[src/hdl/seven_segment_mux_driver_core_defines.svh]
// Assertion macros shared by the seven-segment mux driver RTL.
// Included by modules that carry concurrent checks; no other dependencies.
`ifndef SEVEN_SEGMENT_MUX_DRIVER_CORE_DEFINES_SVH
`define SEVEN_SEGMENT_MUX_DRIVER_CORE_DEFINES_SVH

`ifndef SYNTHESIS
// same-cycle implication
`define SSMD_ASSERT_SAME(lbl, ck, rn, ante, cons) \
    lbl: assert property (@(posedge ck) disable iff (!rn) (ante) |-> (cons)) \
        else $error("ssmd check failed");
// next-cycle implication
`define SSMD_ASSERT_NEXT(lbl, ck, rn, ante, cons) \
    lbl: assert property (@(posedge ck) disable iff (!rn) (ante) |=> (cons)) \
        else $error("ssmd check failed");
`else
`define SSMD_ASSERT_SAME(lbl, ck, rn, ante, cons)
`define SSMD_ASSERT_NEXT(lbl, ck, rn, ante, cons)
`endif

`endif

[src/hdl/ssmd_pkg.sv]
// Package for the seven-segment mux driver: types, codes, font table and
// segment permutations. No dependencies.
`timescale 1ns / 1ps

package ssmd_pkg;

    localparam int DIGITS_DEFAULT = 4;
    localparam int NUM_ENABLE     = 4;
    localparam int SEG_W          = 8;
    localparam int APB_AW         = 5;
    localparam int APB_DW         = 32;

    // reset values of the register file
    localparam logic [SEG_W-1:0] BLANK_RESET = 8'hFF;
    localparam logic [SEG_W-1:0] EN0_RESET   = 8'h01;
    localparam logic [SEG_W-1:0] EN1_RESET   = 8'h02;
    localparam logic [SEG_W-1:0] EN2_RESET   = 8'h04;
    localparam logic [SEG_W-1:0] EN3_RESET   = 8'h08;

    // register indexes (paddr[4:2])
    localparam logic [2:0] REG_BLANK = 3'd0;
    localparam logic [2:0] REG_EN0   = 3'd1;
    localparam logic [2:0] REG_EN1   = 3'd2;
    localparam logic [2:0] REG_EN2   = 3'd3;
    localparam logic [2:0] REG_EN3   = 3'd4;

    // segment masks and notable glyphs
    localparam logic [SEG_W-1:0] MASK_GDP  = 8'b11000000;
    localparam logic [SEG_W-1:0] MASK_ABC  = 8'b00000111;
    localparam logic [SEG_W-1:0] MASK_DEF  = 8'b00111000;
    localparam logic [SEG_W-1:0] GLYPH_UND = 8'b00001000;
    localparam logic [SEG_W-1:0] GLYPH_0   = 8'b00111111;
    localparam logic [SEG_W-1:0] GLYPH_A   = 8'b01110111;

    typedef enum logic [1:0] {
        OP_TICK  = 2'd0,
        OP_WRITE = 2'd1,
        OP_DOTS  = 2'd2,
        OP_CLEAR = 2'd3
    } op_t;

    typedef struct packed {
        logic tick;
        logic write_char;
        logic clear_dots;
        logic clear_all;
    } cmd_t;

    typedef struct packed {
        logic [SEG_W-1:0]                 blank;
        logic [NUM_ENABLE-1:0][SEG_W-1:0] enable;
    } cfg_t;

    // bit 0 = a .. bit 6 = g, bit 7 = dot
    function automatic logic [SEG_W-1:0] font(input logic [7:0] c);
        logic [SEG_W-1:0] s;
        case (c)
            "0", "O":                s = GLYPH_0;
            "1":                     s = 8'h06;
            "2":                     s = 8'h5B;
            "3":                     s = 8'h4F;
            "4":                     s = 8'h66;
            "5", "s", "S", "z", "Z": s = 8'h6D;
            "6":                     s = 8'h7D;
            "7":                     s = 8'h07;
            "8":                     s = 8'h7F;
            "9", "g":                s = 8'h6F;
            "a", "A":                s = GLYPH_A;
            "b", "B":                s = 8'h7C;
            "c":                     s = 8'h58;
            "C":                     s = 8'h39;
            "d", "D":                s = 8'h5E;
            "e":                     s = 8'h7B;
            "E":                     s = 8'h79;
            "f", "F":                s = 8'h71;
            "G":                     s = 8'h3D;
            "h":                     s = 8'h74;
            "H", "x", "X":           s = 8'h76;
            "i":                     s = 8'h10;
            "I", "l":                s = 8'h30;
            "j":                     s = 8'h1E;
            "J":                     s = 8'h1F;
            "k", "K":                s = 8'h70;
            "L":                     s = 8'h38;
            "m", "n":                s = 8'h54;
            "M", "N":                s = 8'h37;
            8'd164, 8'd165:          s = 8'h55;
            "o":                     s = 8'h5C;
            "p", "P":                s = 8'h73;
            "q":                     s = 8'hDC;
            "Q":                     s = 8'hBF;
            "r":                     s = 8'h50;
            "R", "T":                s = 8'h31;
            "t":                     s = 8'h78;
            "u", "v":                s = 8'h1C;
            "U", "V":                s = 8'h3E;
            "w":                     s = 8'h9C;
            "W":                     s = 8'hBE;
            "y", "Y":                s = 8'h6E;
            " ":                     s = 8'h00;
            "-":                     s = 8'h40;
            "!":                     s = 8'h82;
            ":", ".", ",":           s = 8'h80;
            default:                 s = GLYPH_UND;
        endcase
        return s;
    endfunction

    // display zero pin order
    function automatic logic [SEG_W-1:0] to_pin_order(input logic [SEG_W-1:0] s);
        return {s[3], s[4], s[2], s[6], s[7], s[1], s[5], s[0]};
    endfunction

    // display one: swap a-b-c with d-e-f
    function automatic logic [SEG_W-1:0] to_upside_down(input logic [SEG_W-1:0] s);
        return (s & MASK_GDP) | ((s & MASK_ABC) << 3) | ((s & MASK_DEF) >> 3);
    endfunction

endpackage

[src/hdl/ssmd_cfg_regs.sv]
// APB register file of the seven-segment mux driver: blank pattern and
// per-digit enable masks. Depends on ssmd_pkg.
`timescale 1ns / 1ps

module ssmd_cfg_regs
(
    input  logic                         clk,
    input  logic                         rst_n,
    input  logic                         psel,
    input  logic                         penable,
    input  logic                         pwrite,
    input  logic [ssmd_pkg::APB_AW-1:0]  paddr,
    input  logic [ssmd_pkg::APB_DW-1:0]  pwdata,
    output logic [ssmd_pkg::APB_DW-1:0]  prdata,
    output logic                         pready,
    output ssmd_pkg::cfg_t               cfg
);

    ssmd_pkg::cfg_t   cfg_reg;
    ssmd_pkg::cfg_t   cfg_next;
    logic [2:0]       reg_sel;
    logic             wr_en;
    logic [ssmd_pkg::SEG_W-1:0] rd_val;

    assign pready  = 1'b1;
    assign reg_sel = paddr[4:2];
    assign wr_en   = psel && penable && pwrite;

    always_comb
    begin
        cfg_next = cfg_reg;
        if (wr_en)
        begin
            case (reg_sel)
                ssmd_pkg::REG_BLANK: cfg_next.blank     = pwdata[7:0];
                ssmd_pkg::REG_EN0:   cfg_next.enable[0] = pwdata[7:0];
                ssmd_pkg::REG_EN1:   cfg_next.enable[1] = pwdata[7:0];
                ssmd_pkg::REG_EN2:   cfg_next.enable[2] = pwdata[7:0];
                ssmd_pkg::REG_EN3:   cfg_next.enable[3] = pwdata[7:0];
                default:             ;
            endcase
        end
    end

    always_ff @(posedge clk or negedge rst_n)
    begin
        if (!rst_n)
        begin
            cfg_reg.blank     <= ssmd_pkg::BLANK_RESET;
            cfg_reg.enable[0] <= ssmd_pkg::EN0_RESET;
            cfg_reg.enable[1] <= ssmd_pkg::EN1_RESET;
            cfg_reg.enable[2] <= ssmd_pkg::EN2_RESET;
            cfg_reg.enable[3] <= ssmd_pkg::EN3_RESET;
        end
        else
        begin
            cfg_reg <= cfg_next;
        end
    end

    always_comb
    begin
        case (reg_sel)
            ssmd_pkg::REG_BLANK: rd_val = cfg_reg.blank;
            ssmd_pkg::REG_EN0:   rd_val = cfg_reg.enable[0];
            ssmd_pkg::REG_EN1:   rd_val = cfg_reg.enable[1];
            ssmd_pkg::REG_EN2:   rd_val = cfg_reg.enable[2];
            ssmd_pkg::REG_EN3:   rd_val = cfg_reg.enable[3];
            default:             rd_val = '0;
        endcase
    end

    assign prdata = {{(ssmd_pkg::APB_DW - ssmd_pkg::SEG_W){1'b0}}, rd_val};
    assign cfg    = cfg_reg;

endmodule

[src/hdl/ssmd_ctrl.sv]
// Controller of the seven-segment mux driver: input handshake, result slot
// state and command decode. Depends on ssmd_pkg and the defines header.
`timescale 1ns / 1ps
`include "seven_segment_mux_driver_core_defines.svh"

module ssmd_ctrl
(
    input  logic              clk,
    input  logic              rst_n,
    input  logic              in_valid,
    output logic              in_ready,
    input  logic [1:0]        op,
    output logic              out_valid,
    input  logic              out_ready,
    output ssmd_pkg::cmd_t    cmd
);

    typedef enum logic [1:0] {
        S_EMPTY = 2'b01,
        S_FULL  = 2'b10
    } state_t;

    state_t state_reg;
    state_t state_next;
    logic   accept;

    // slot frees up in the same cycle it is taken
    assign in_ready = (state_reg == S_EMPTY) || out_ready;
    assign accept   = in_valid && in_ready;

    always_comb
    begin
        cmd.tick       = accept && (op == ssmd_pkg::OP_TICK);
        cmd.write_char = accept && (op == ssmd_pkg::OP_WRITE);
        cmd.clear_dots = accept && (op == ssmd_pkg::OP_DOTS);
        cmd.clear_all  = accept && (op == ssmd_pkg::OP_CLEAR);
    end

    always_comb
    begin
        state_next = state_reg;
        case (state_reg)
            S_EMPTY:
            begin
                if (cmd.tick)
                    state_next = S_FULL;
            end
            S_FULL:
            begin
                if (out_ready && !cmd.tick)
                    state_next = S_EMPTY;
            end
            default: state_next = S_EMPTY;
        endcase
    end

    always_ff @(posedge clk or negedge rst_n)
    begin
        if (!rst_n)
            state_reg <= S_EMPTY;
        else
            state_reg <= state_next;
    end

    assign out_valid = (state_reg == S_FULL);

    `SSMD_ASSERT_NEXT(a_tick_makes_result, clk, rst_n, cmd.tick, out_valid)
    `SSMD_ASSERT_SAME(a_one_cmd, clk, rst_n, 1'b1, $onehot0(cmd))
    `SSMD_ASSERT_NEXT(a_result_holds, clk, rst_n, out_valid && !out_ready, out_valid)

endmodule

[src/hdl/ssmd_datapath.sv]
// Datapath of the seven-segment mux driver: digit stores, font encode,
// scan index and result registers. Depends on ssmd_pkg and the defines header.
`timescale 1ns / 1ps
`include "seven_segment_mux_driver_core_defines.svh"

module ssmd_datapath
#(
    parameter int DIGITS = ssmd_pkg::DIGITS_DEFAULT
)
(
    input  logic                        clk,
    input  logic                        rst_n,
    input  ssmd_pkg::cmd_t              cmd,
    input  ssmd_pkg::cfg_t              cfg,
    input  logic                        which_display,
    input  logic [1:0]                  position,
    input  logic [7:0]                  character,
    input  logic [7:0]                  dots_mask,
    output logic [1:0]                  digit_index,
    output logic [ssmd_pkg::SEG_W-1:0]  segments_first,
    output logic [ssmd_pkg::SEG_W-1:0]  segments_second,
    output logic [ssmd_pkg::SEG_W-1:0]  enable_lines
);

    localparam int IDX_W = $clog2(DIGITS);
    localparam logic [IDX_W-1:0] LAST_IDX = IDX_W'(DIGITS - 1);

    logic [DIGITS-1:0][ssmd_pkg::SEG_W-1:0] first_store_reg;
    logic [DIGITS-1:0][ssmd_pkg::SEG_W-1:0] first_store_next;
    logic [DIGITS-1:0][ssmd_pkg::SEG_W-1:0] second_store_reg;
    logic [DIGITS-1:0][ssmd_pkg::SEG_W-1:0] second_store_next;
    logic [IDX_W-1:0]                       scan_index_reg;
    logic [IDX_W-1:0]                       scan_index_next;

    logic [1:0]                 digit_index_reg;
    logic [ssmd_pkg::SEG_W-1:0] seg_first_reg;
    logic [ssmd_pkg::SEG_W-1:0] seg_second_reg;
    logic [ssmd_pkg::SEG_W-1:0] enable_lines_reg;

    logic                       pos_ok;
    logic [IDX_W-1:0]           pos_idx;
    logic [ssmd_pkg::SEG_W-1:0] glyph;
    logic [ssmd_pkg::SEG_W-1:0] enc_first;
    logic [ssmd_pkg::SEG_W-1:0] enc_second;

    assign pos_ok     = ({1'b0, position} < 3'(DIGITS));
    assign pos_idx    = position[IDX_W-1:0];
    assign glyph      = ssmd_pkg::font(character);
    assign enc_first  = ~ssmd_pkg::to_pin_order(glyph);
    assign enc_second = ~ssmd_pkg::to_upside_down(glyph);

    always_comb
    begin
        first_store_next  = first_store_reg;
        second_store_next = second_store_reg;
        if (cmd.clear_all)
        begin
            for (int i = 0; i < DIGITS; i++)
            begin
                first_store_next[i]  = cfg.blank;
                second_store_next[i] = cfg.blank;
            end
        end
        else if (cmd.write_char && pos_ok)
        begin
            if (!which_display)
                first_store_next[pos_idx] = enc_first;
            else
                second_store_next[pos_idx] = enc_second;
        end
        else if (cmd.clear_dots && pos_ok)
        begin
            if (!which_display)
                first_store_next[pos_idx] = first_store_reg[pos_idx] & ~dots_mask;
            else
                second_store_next[pos_idx] = second_store_reg[pos_idx] & ~dots_mask;
        end
    end

    always_comb
    begin
        scan_index_next = scan_index_reg;
        if (cmd.tick)
        begin
            if (scan_index_reg == LAST_IDX)
                scan_index_next = '0;
            else
                scan_index_next = scan_index_reg + 1'b1;
        end
    end

    always_ff @(posedge clk or negedge rst_n)
    begin
        if (!rst_n)
        begin
            for (int i = 0; i < DIGITS; i++)
            begin
                first_store_reg[i]  <= ssmd_pkg::BLANK_RESET;
                second_store_reg[i] <= ssmd_pkg::BLANK_RESET;
            end
            scan_index_reg <= '0;
        end
        else
        begin
            first_store_reg  <= first_store_next;
            second_store_reg <= second_store_next;
            scan_index_reg   <= scan_index_next;
        end
    end

    // result payload, loaded on tick only
    always_ff @(posedge clk)
    begin
        if (cmd.tick)
        begin
            digit_index_reg  <= 2'(scan_index_reg);
            seg_first_reg    <= first_store_reg[scan_index_reg];
            seg_second_reg   <= second_store_reg[scan_index_reg];
            enable_lines_reg <= cfg.enable[2'(scan_index_reg)];
        end
    end

    assign digit_index     = digit_index_reg;
    assign segments_first  = seg_first_reg;
    assign segments_second = seg_second_reg;
    assign enable_lines    = enable_lines_reg;

    `SSMD_ASSERT_NEXT(a_tick_index, clk, rst_n, cmd.tick, digit_index_reg == 2'($past(scan_index_reg)))
    `SSMD_ASSERT_NEXT(a_scan_holds, clk, rst_n, !cmd.tick, $stable(scan_index_reg))
    `SSMD_ASSERT_NEXT(a_clear_fills, clk, rst_n, cmd.clear_all, (first_store_reg[0] == $past(cfg.blank)) && (second_store_reg[DIGITS-1] == $past(cfg.blank)))

endmodule

[src/hdl/seven_segment_mux_driver_core.sv]
// Top level of the seven-segment mux driver.
// Instantiates ssmd_cfg_regs, ssmd_ctrl and ssmd_datapath; uses ssmd_pkg.
`timescale 1ns / 1ps

// Usage:
//   Input channel (in_valid/in_ready) carries one command per transfer:
//   op selects scan tick, write character, clear dot bits or clear both
//   displays; which_display, position, character and dots_mask are the
//   operands. Only a tick produces a result transfer on the output channel
//   (out_valid/out_ready): the digit shown, both segment bytes and the
//   enable mask of that digit.
//   Timing: a tick's result is registered and presented in the cycle after
//   the tick is accepted. Write, dots and clear commands update the digit stores
//   at the accepting edge and produce nothing.
//   Throughput: one command per cycle while in_ready is high; the single
//   output register frees itself in the cycle it is taken, so back-to-back
//   ticks stream as long as out_ready stays high.
//   Stall: while a result waits and out_ready is low, in_ready drops and the
//   result register holds.
//   Reset: both stores fill with 0xFF, the scan index returns to digit zero,
//   enable masks reset to one-hot 1/2/4/8, no result pending.
//   APB registers (byte address 4*i): blank pattern, then enable masks for
//   digits zero to three; write only while the block is idle.
module seven_segment_mux_driver_core
#(
    parameter int DIGITS = ssmd_pkg::DIGITS_DEFAULT
)
(
    input  logic                         clk,
    input  logic                         rst_n,
    // APB configuration
    input  logic                         psel,
    input  logic                         penable,
    input  logic                         pwrite,
    input  logic [ssmd_pkg::APB_AW-1:0]  paddr,
    input  logic [ssmd_pkg::APB_DW-1:0]  pwdata,
    output logic [ssmd_pkg::APB_DW-1:0]  prdata,
    output logic                         pready,
    // command input
    input  logic                         in_valid,
    output logic                         in_ready,
    input  logic [1:0]                   op,
    input  logic                         which_display,
    input  logic [1:0]                   position,
    input  logic [7:0]                   character,
    input  logic [7:0]                   dots_mask,
    // scan result output
    output logic                         out_valid,
    input  logic                         out_ready,
    output logic [1:0]                   digit_index,
    output logic [ssmd_pkg::SEG_W-1:0]   segments_first,
    output logic [ssmd_pkg::SEG_W-1:0]   segments_second,
    output logic [ssmd_pkg::SEG_W-1:0]   enable_lines
);

    ssmd_pkg::cfg_t cfg;   // live register values
    ssmd_pkg::cmd_t cmd;   // one-cycle commands from the controller

    ssmd_cfg_regs u_cfg
    (
        .clk     (clk),
        .rst_n   (rst_n),
        .psel    (psel),
        .penable (penable),
        .pwrite  (pwrite),
        .paddr   (paddr),
        .pwdata  (pwdata),
        .prdata  (prdata),
        .pready  (pready),
        .cfg     (cfg)
    );

    // controller owns the handshake; the datapath only sees commands
    ssmd_ctrl u_ctrl
    (
        .clk       (clk),
        .rst_n     (rst_n),
        .in_valid  (in_valid),
        .in_ready  (in_ready),
        .op        (op),
        .out_valid (out_valid),
        .out_ready (out_ready),
        .cmd       (cmd)
    );

    ssmd_datapath #(
        .DIGITS (DIGITS)
    ) u_dp
    (
        .clk             (clk),
        .rst_n           (rst_n),
        .cmd             (cmd),
        .cfg             (cfg),
        .which_display   (which_display),
        .position        (position),
        .character       (character),
        .dots_mask       (dots_mask),
        .digit_index     (digit_index),
        .segments_first  (segments_first),
        .segments_second (segments_second),
        .enable_lines    (enable_lines)
    );

endmodule
[config.mk]
export PLATFORM = sky130hd
export DESIGN_NAME = seven_segment_mux_driver_core
export DESIGN_NICKNAME = d
export VERILOG_FILES = /design/src/hdl/ssmd_pkg.sv /design/src/hdl/ssmd_cfg_regs.sv /design/src/hdl/ssmd_ctrl.sv /design/src/hdl/ssmd_datapath.sv /design/src/hdl/seven_segment_mux_driver_core.sv
export VERILOG_INCLUDE_DIRS = /design/src /design/src/hdl
export SDC_FILE = /design/constraint.sdc
export NUM_CORES = 1
export LEC_CHECK = 0
export ABC_AREA = 1
export BUFFER_PORTS_ARGS = -buffer_cell sky130_fd_sc_hd__buf_4
export CORE_AREA = 8 8 177 112
export DETAILED_ROUTE_END_ITERATION = 16
export DIE_AREA = 0 0 185 120
export GPL_TIMING_DRIVEN = 1
export PLACE_DENSITY_LB_ADDON = 0.05
export SKIP_CTS_REPAIR_TIMING = 1
export SYNTH_ARGS = -nofsm -noshare
export SYNTH_HDL_FRONTEND = slang
export SYNTH_SLANG_ARGS = --single-unit
[constraint.sdc]
create_clock -name clk -period 4.7 [get_ports clk]
set_input_delay 0.94 -clock clk [delete_from_list [all_inputs] [get_ports clk]]
set_output_delay 0.94 -clock clk [all_outputs]
set_load 0.005 [all_outputs]
Word-level counts from Yosys, hierarchy flattened. Memories as Yosys holds them, arrays and structs flattened. Index checks and enable logic that the tools add are counted.

Register bits after elaboration: 134. ROM bits: 2048. Bits of input ports: 65. Output and inout bits: 61. Word-level logic and storage cells: 100. Memories kept: 1.

Add/subtract/negate cells: 1. Order comparisons: 3. Equality and inequality tests: 16. Multiplexer cells: 31. Bitwise gates (word level): 7. Reduce and logical (&&, ||, !) cells: 22.

Memory list: (no name shown) (depth 256, width 8, rd ports 1, clocked after Yosys merged registers in 0, write ports 0, RTL line ssmd_pkg.sv:57) `case (c)`.

Operators with widths (count): $mux W32 (10); $bwmux W32 (4); $bmux W8 S2 (5); $mux W8 (6); $pmux W8 S5 (1); $not A8 Y8 (3); $and A8 B8 Y8 (2); $demux W8 S2 (1); $ne A3 B3 Y1 const B (4); $reduce_and A2 Y1 (6); $logic_and A1 B1 Y1 (9); $eq A2 B2 Y1 const B (4); $or A8 B3 Y8 (1); $or A8 B6 Y8 (1); $eq A3 B2 Y1 const B (2); $lt A2 B3 Y1 const B (2); $mux W2 (3); $reduce_and A3 Y1 (2); $eq A2 B1 Y1 const B (2); $ne A2 B1 Y1 const B (2); $pmux W2 S2 (1); $eq A3 B1 Y1 const B (1); $eq A3 B3 Y1 const B (1); $logic_not A3 Y1 (1); other kinds (6) (6).

Depth between registers and ports, before layout.
Depth in word-level cells: 9. Mapped depth: 16. Depth with buffers taken out: 16.

By module. A second synthesis with hierarchy kept.

Cells, all modules: 1270. Area, all modules: 9178.8 µm².

Modules (own cells, without submodules): ssmd_datapath (instances 1, cells each 961, area an instance 6760.2 µm², seq. area each 2512.4 µm²); ssmd_cfg_regs (instances 1, cells each 285, area an instance 2254.7 µm², seq. area each 1016.0 µm²); ssmd_ctrl (instances 1, cells each 24, area an instance 163.9 µm², seq. area each 51.3 µm²).

Least setup slack after synthesis. Ideal clock, no wire load.

Path type: in2out. From: in paddr[4] (netlist bit). To: out prdata[2] (netlist bit). Data arrival time: 1.901 ns. Data required time: 3.760 ns. Path slack: 1.859 ns. Stages on the path: 6. Path buffers: 1. Cell sequence: clkbuf_1 > nand2_1 > clkinv_1 > a22o_1 > a221oi_1 > o21ai_0.

Word-level cells in the longest chain between the ends: 2. Elaborated cells between the ends (all ways): 6. Those cells by class: eq/ne: 4; mux: 1; reduce/logical: 1.

Ends and longest elaborated chain: start: declaration (RTL line seven_segment_mux_driver_core.sv:35) `input logic [ssmd_pkg::APB_AW-1:0] paddr,`; $eq A3 B3 Y1, or another cell as far along (RTL line ssmd_cfg_regs.sv:63) `case (reg_sel)`; $pmux W8 S5 (*) (RTL line ssmd_cfg_regs.sv:63); end: declaration (RTL line seven_segment_mux_driver_core.sv:37) `output logic [ssmd_pkg::APB_DW-1:0] prdata,`.

Mark *: on every way between the ends. The rest lies on a longest branch, timed or not.

Worst setup path in the final report.
From: in paddr[2] (netlist bit). To: out prdata[2] (netlist bit).

The elaborated chain is that of the path after synthesis.

==> impl_metrics.env <==
export IMPL_place_area_sq_mm=0.00903
export IMPL_wire_per_inst_um=20.2
export IMPL_worstMarginPinSlew_ns=1.03
export IMPL_peakVddDrop_mv=0.284
export IMPL_hold_violations=0
export IMPL_cts_tree="built"
export IMPL_grt_pass1_wl_mm=46.1
export IMPL_status="complete, no violations"
export IMPL_mostFrequentLayoutCells="nand2_1 (340), nor2_1 (196), o21ai_0 (127)"
export IMPL_port_buffers=74
export IMPL_fin_cells=1483
export IMPL_largest_register_ff_count=40
export IMPL_setup_viol=0
export IMPL_rows=38
export IMPL_rsz0062_at_grt="no"
export IMPL_grt_usage_pct=26.9
export IMPL_synth_cells=1173
export IMPL_synth_area_per_cell_sq_um=7.19
export IMPL_drtPass1Iterations=6
export IMPL_cp_max_fo=9
export IMPL_maxCapViolCount=0
export IMPL_synth_ff_type="dfstp_2"
export IMPL_drv_slew=0
export IMPL_ys_seq_area_share_pct=42.4
export IMPL_max_freq_mhz=312
export IMPL_setup_slack_ns=1.50
export IMPL_wl_mm=30.0
export IMPL_ys_seq_elements=134
export IMPL_final_area_sq_mm=0.00963
export IMPL_dpl_worst_slack_ns=1.43
export IMPL_drc_errors=0
export IMPL_power_density_mw_per_mm2=521
export IMPL_fin_nets=1303
export IMPL_core_area_sq_mm=0.0174
export IMPL_ant_nets=0
export IMPL_worst_setup_path_end_kind="output pin"
export IMPL_vias=8652
export IMPL_dieHeight_um=120
export IMPL_cts_buffers=17
export IMPL_dp_cells=1450
export IMPL_netlist_area_sq_mm=0.00843
export IMPL_path_clk_slew_ns=0.06
export IMPL_htreeDepth=4
export IMPL_arrival_ns=2.26
export IMPL_die_w_um=185
export IMPL_clk_latency_ns=0.43
export IMPL_hold_class="flip-flop to flip-flop"
export IMPL_antenna_found_initial=0
export IMPL_gp_congestion=0.971
export IMPL_synth_edf_count=26
export IMPL_crit_path_start_kind="input pin"
export IMPL_skew_ns=0.0106
export IMPL_ys_async_sr_fraction_pct=80.6
export IMPL_grt_max_degree=62
export IMPL_initial_core_util_pct=48.5
export IMPL_io_pins=126
export IMPL_cp_required_ns=3.76
export IMPL_drtIter0Drc=1309
export IMPL_post_dp_hpwl_mm=21.1
export IMPL_overflow=0
export IMPL_cts_root_buf="clkbuf_16"
export IMPL_final_common_cell="nand2_1"
export IMPL_slew_limit_headroom_pct=31.3
export IMPL_drive_gt1_share_pct=18.8
export IMPL_clock_path_buffers=2
export IMPL_area_growth_pct=14.2
export IMPL_synthDistinctLibCells=42
export IMPL_yosys_warnings=0
export IMPL_post_route_min_period_ns=3.20
export IMPL_viasPerCell=5.83
export IMPL_fin_crit_sh_pct=68.1
export IMPL_p_leak_nw=4.37
export IMPL_cts_num_sinks=134
export IMPL_holdWs_ns=0.491
export IMPL_fillers=1717
export IMPL_setup_tns_ns=0
export IMPL_grt_pass1_vias=7950
export IMPL_critical_path_class="input pin to output pin"
export IMPL_dieArea_sq_mm=0.0222
==> cells in the mapped netlist, drive strengths merged, types with 4 or more instances <==
| library cell | number | area (sq um) |
|---|---|---|
| a21oi | 79 | 399 |
| a22oi | 21 | 158 |
| a31o | 6 | 52.6 |
| a31oi | 10 | 62.6 |
| buf | 49 | 349 |
| clkbuf | 20 | 75.1 |
| dfrtp | 31 | 776 |
| dfstp | 77 | 2020 |
| edfxtp | 26 | 781 |
| ha | 9 | 113 |
| inv | 62 | 233 |
| nand2 | 350 | 1340 |
| nand3 | 45 | 225 |
| nor2 | 204 | 788 |
| nor3 | 4 | 41.3 |
| o2111ai | 7 | 61.3 |
| o211ai | 4 | 30.0 |
| o21ai | 128 | 641 |
| o22ai | 24 | 150 |
==> logic make-up after synthesis <==
| group | synth area share [%] |
|---|---|
| AO/OA/AOI/OAI | 19.3 |
| buffers and inverters | 7.83 |
| AND/OR/NAND/NOR | 29.0 |
| adder cells (fa/ha/maj) | 1.34 |
| other | 0.0890 |
| flip-flops | 42.4 |
==> layout make-up <==
class | instances | area, sq um | area share, %
multi-input cells | 930 | 4290 | 44.5
flip-flops and latches | 134 | 3580 | 37.2
repair buffers | 83 | 623 | 6.47
clock buffers | 20 | 457 | 4.74
well taps | 240 | 300 | 3.12
inverters | 63 | 236 | 2.46
clock inverters | 12 | 143 | 1.48
diodes | 1 | 2.50 | 0.0260
==> metrics by stage <==
| stage | power, W | util (%) |
|---|---|---|
| detailed placement | 0.00360 | 51.9 |
| global placement | 0.00359 | 51.9 |
| global route | 0.00532 | 55.3 |
| floorplan | 0.00308 | - |
| finish | 0.00502 | 55.3 |
| CTS | 0.00498 | 55.3 |
==> layer usage <==
| layer | share of wire, % | vias up | track usage [%] |
|---|---|---|---|
| met1 | 46 | 4009 | 41.6 |
| met2 | 37 | 607 | 33.2 |
| met3 | 15 | 57 | 10.6 |
| met4 | 1.5 | 0 | 7.12 |
| li1 | - | 3979 | - |
| met5 | 0 | - | 0 |
==> report_power, final <==
group          total, W  internal (W)  switching (W)
Clock           0.00137      0.000817       0.000551
Combinational   0.00152      0.000540       0.000979
Sequential      0.00213       0.00184       0.000294
Total           0.00502       0.00319        0.00182
==> critical path, stage by stage <==
cell	delay, ns
buf_4	0.10
nor2_1	0.06
nand2_1	0.06
clkinv_1	0.30
a22o_1	0.31
a221oi_1	0.21
o21ai_0	0.14
buf_4	0.15
==> worst paths after layout <==
| path | from | endpoint | slack, ns | cells past startpoint |
|---|---|---|---|---|
| setup / recovery | paddr[2] | prdata[2] | 1.50 | 8 |
| hold / removal | u_cfg.cfg[38] | u_cfg.cfg[38] | 0.49 | 2 |
| setup reg to reg | u_ctrl.state_reg[0] | u_dp.second_store_reg[19] | 1.72 | 8 |
| hold reg to reg | u_cfg.cfg[38] | u_cfg.cfg[38] | 0.49 | 2 |
| max in group asynchronous | rst_n | u_dp.second_store_reg[16] | 3.16 | 2 |
| min in group asynchronous | rst_n | u_cfg.cfg[3] | 0.63 | 1 |
(Power assumes the default switching activity.)
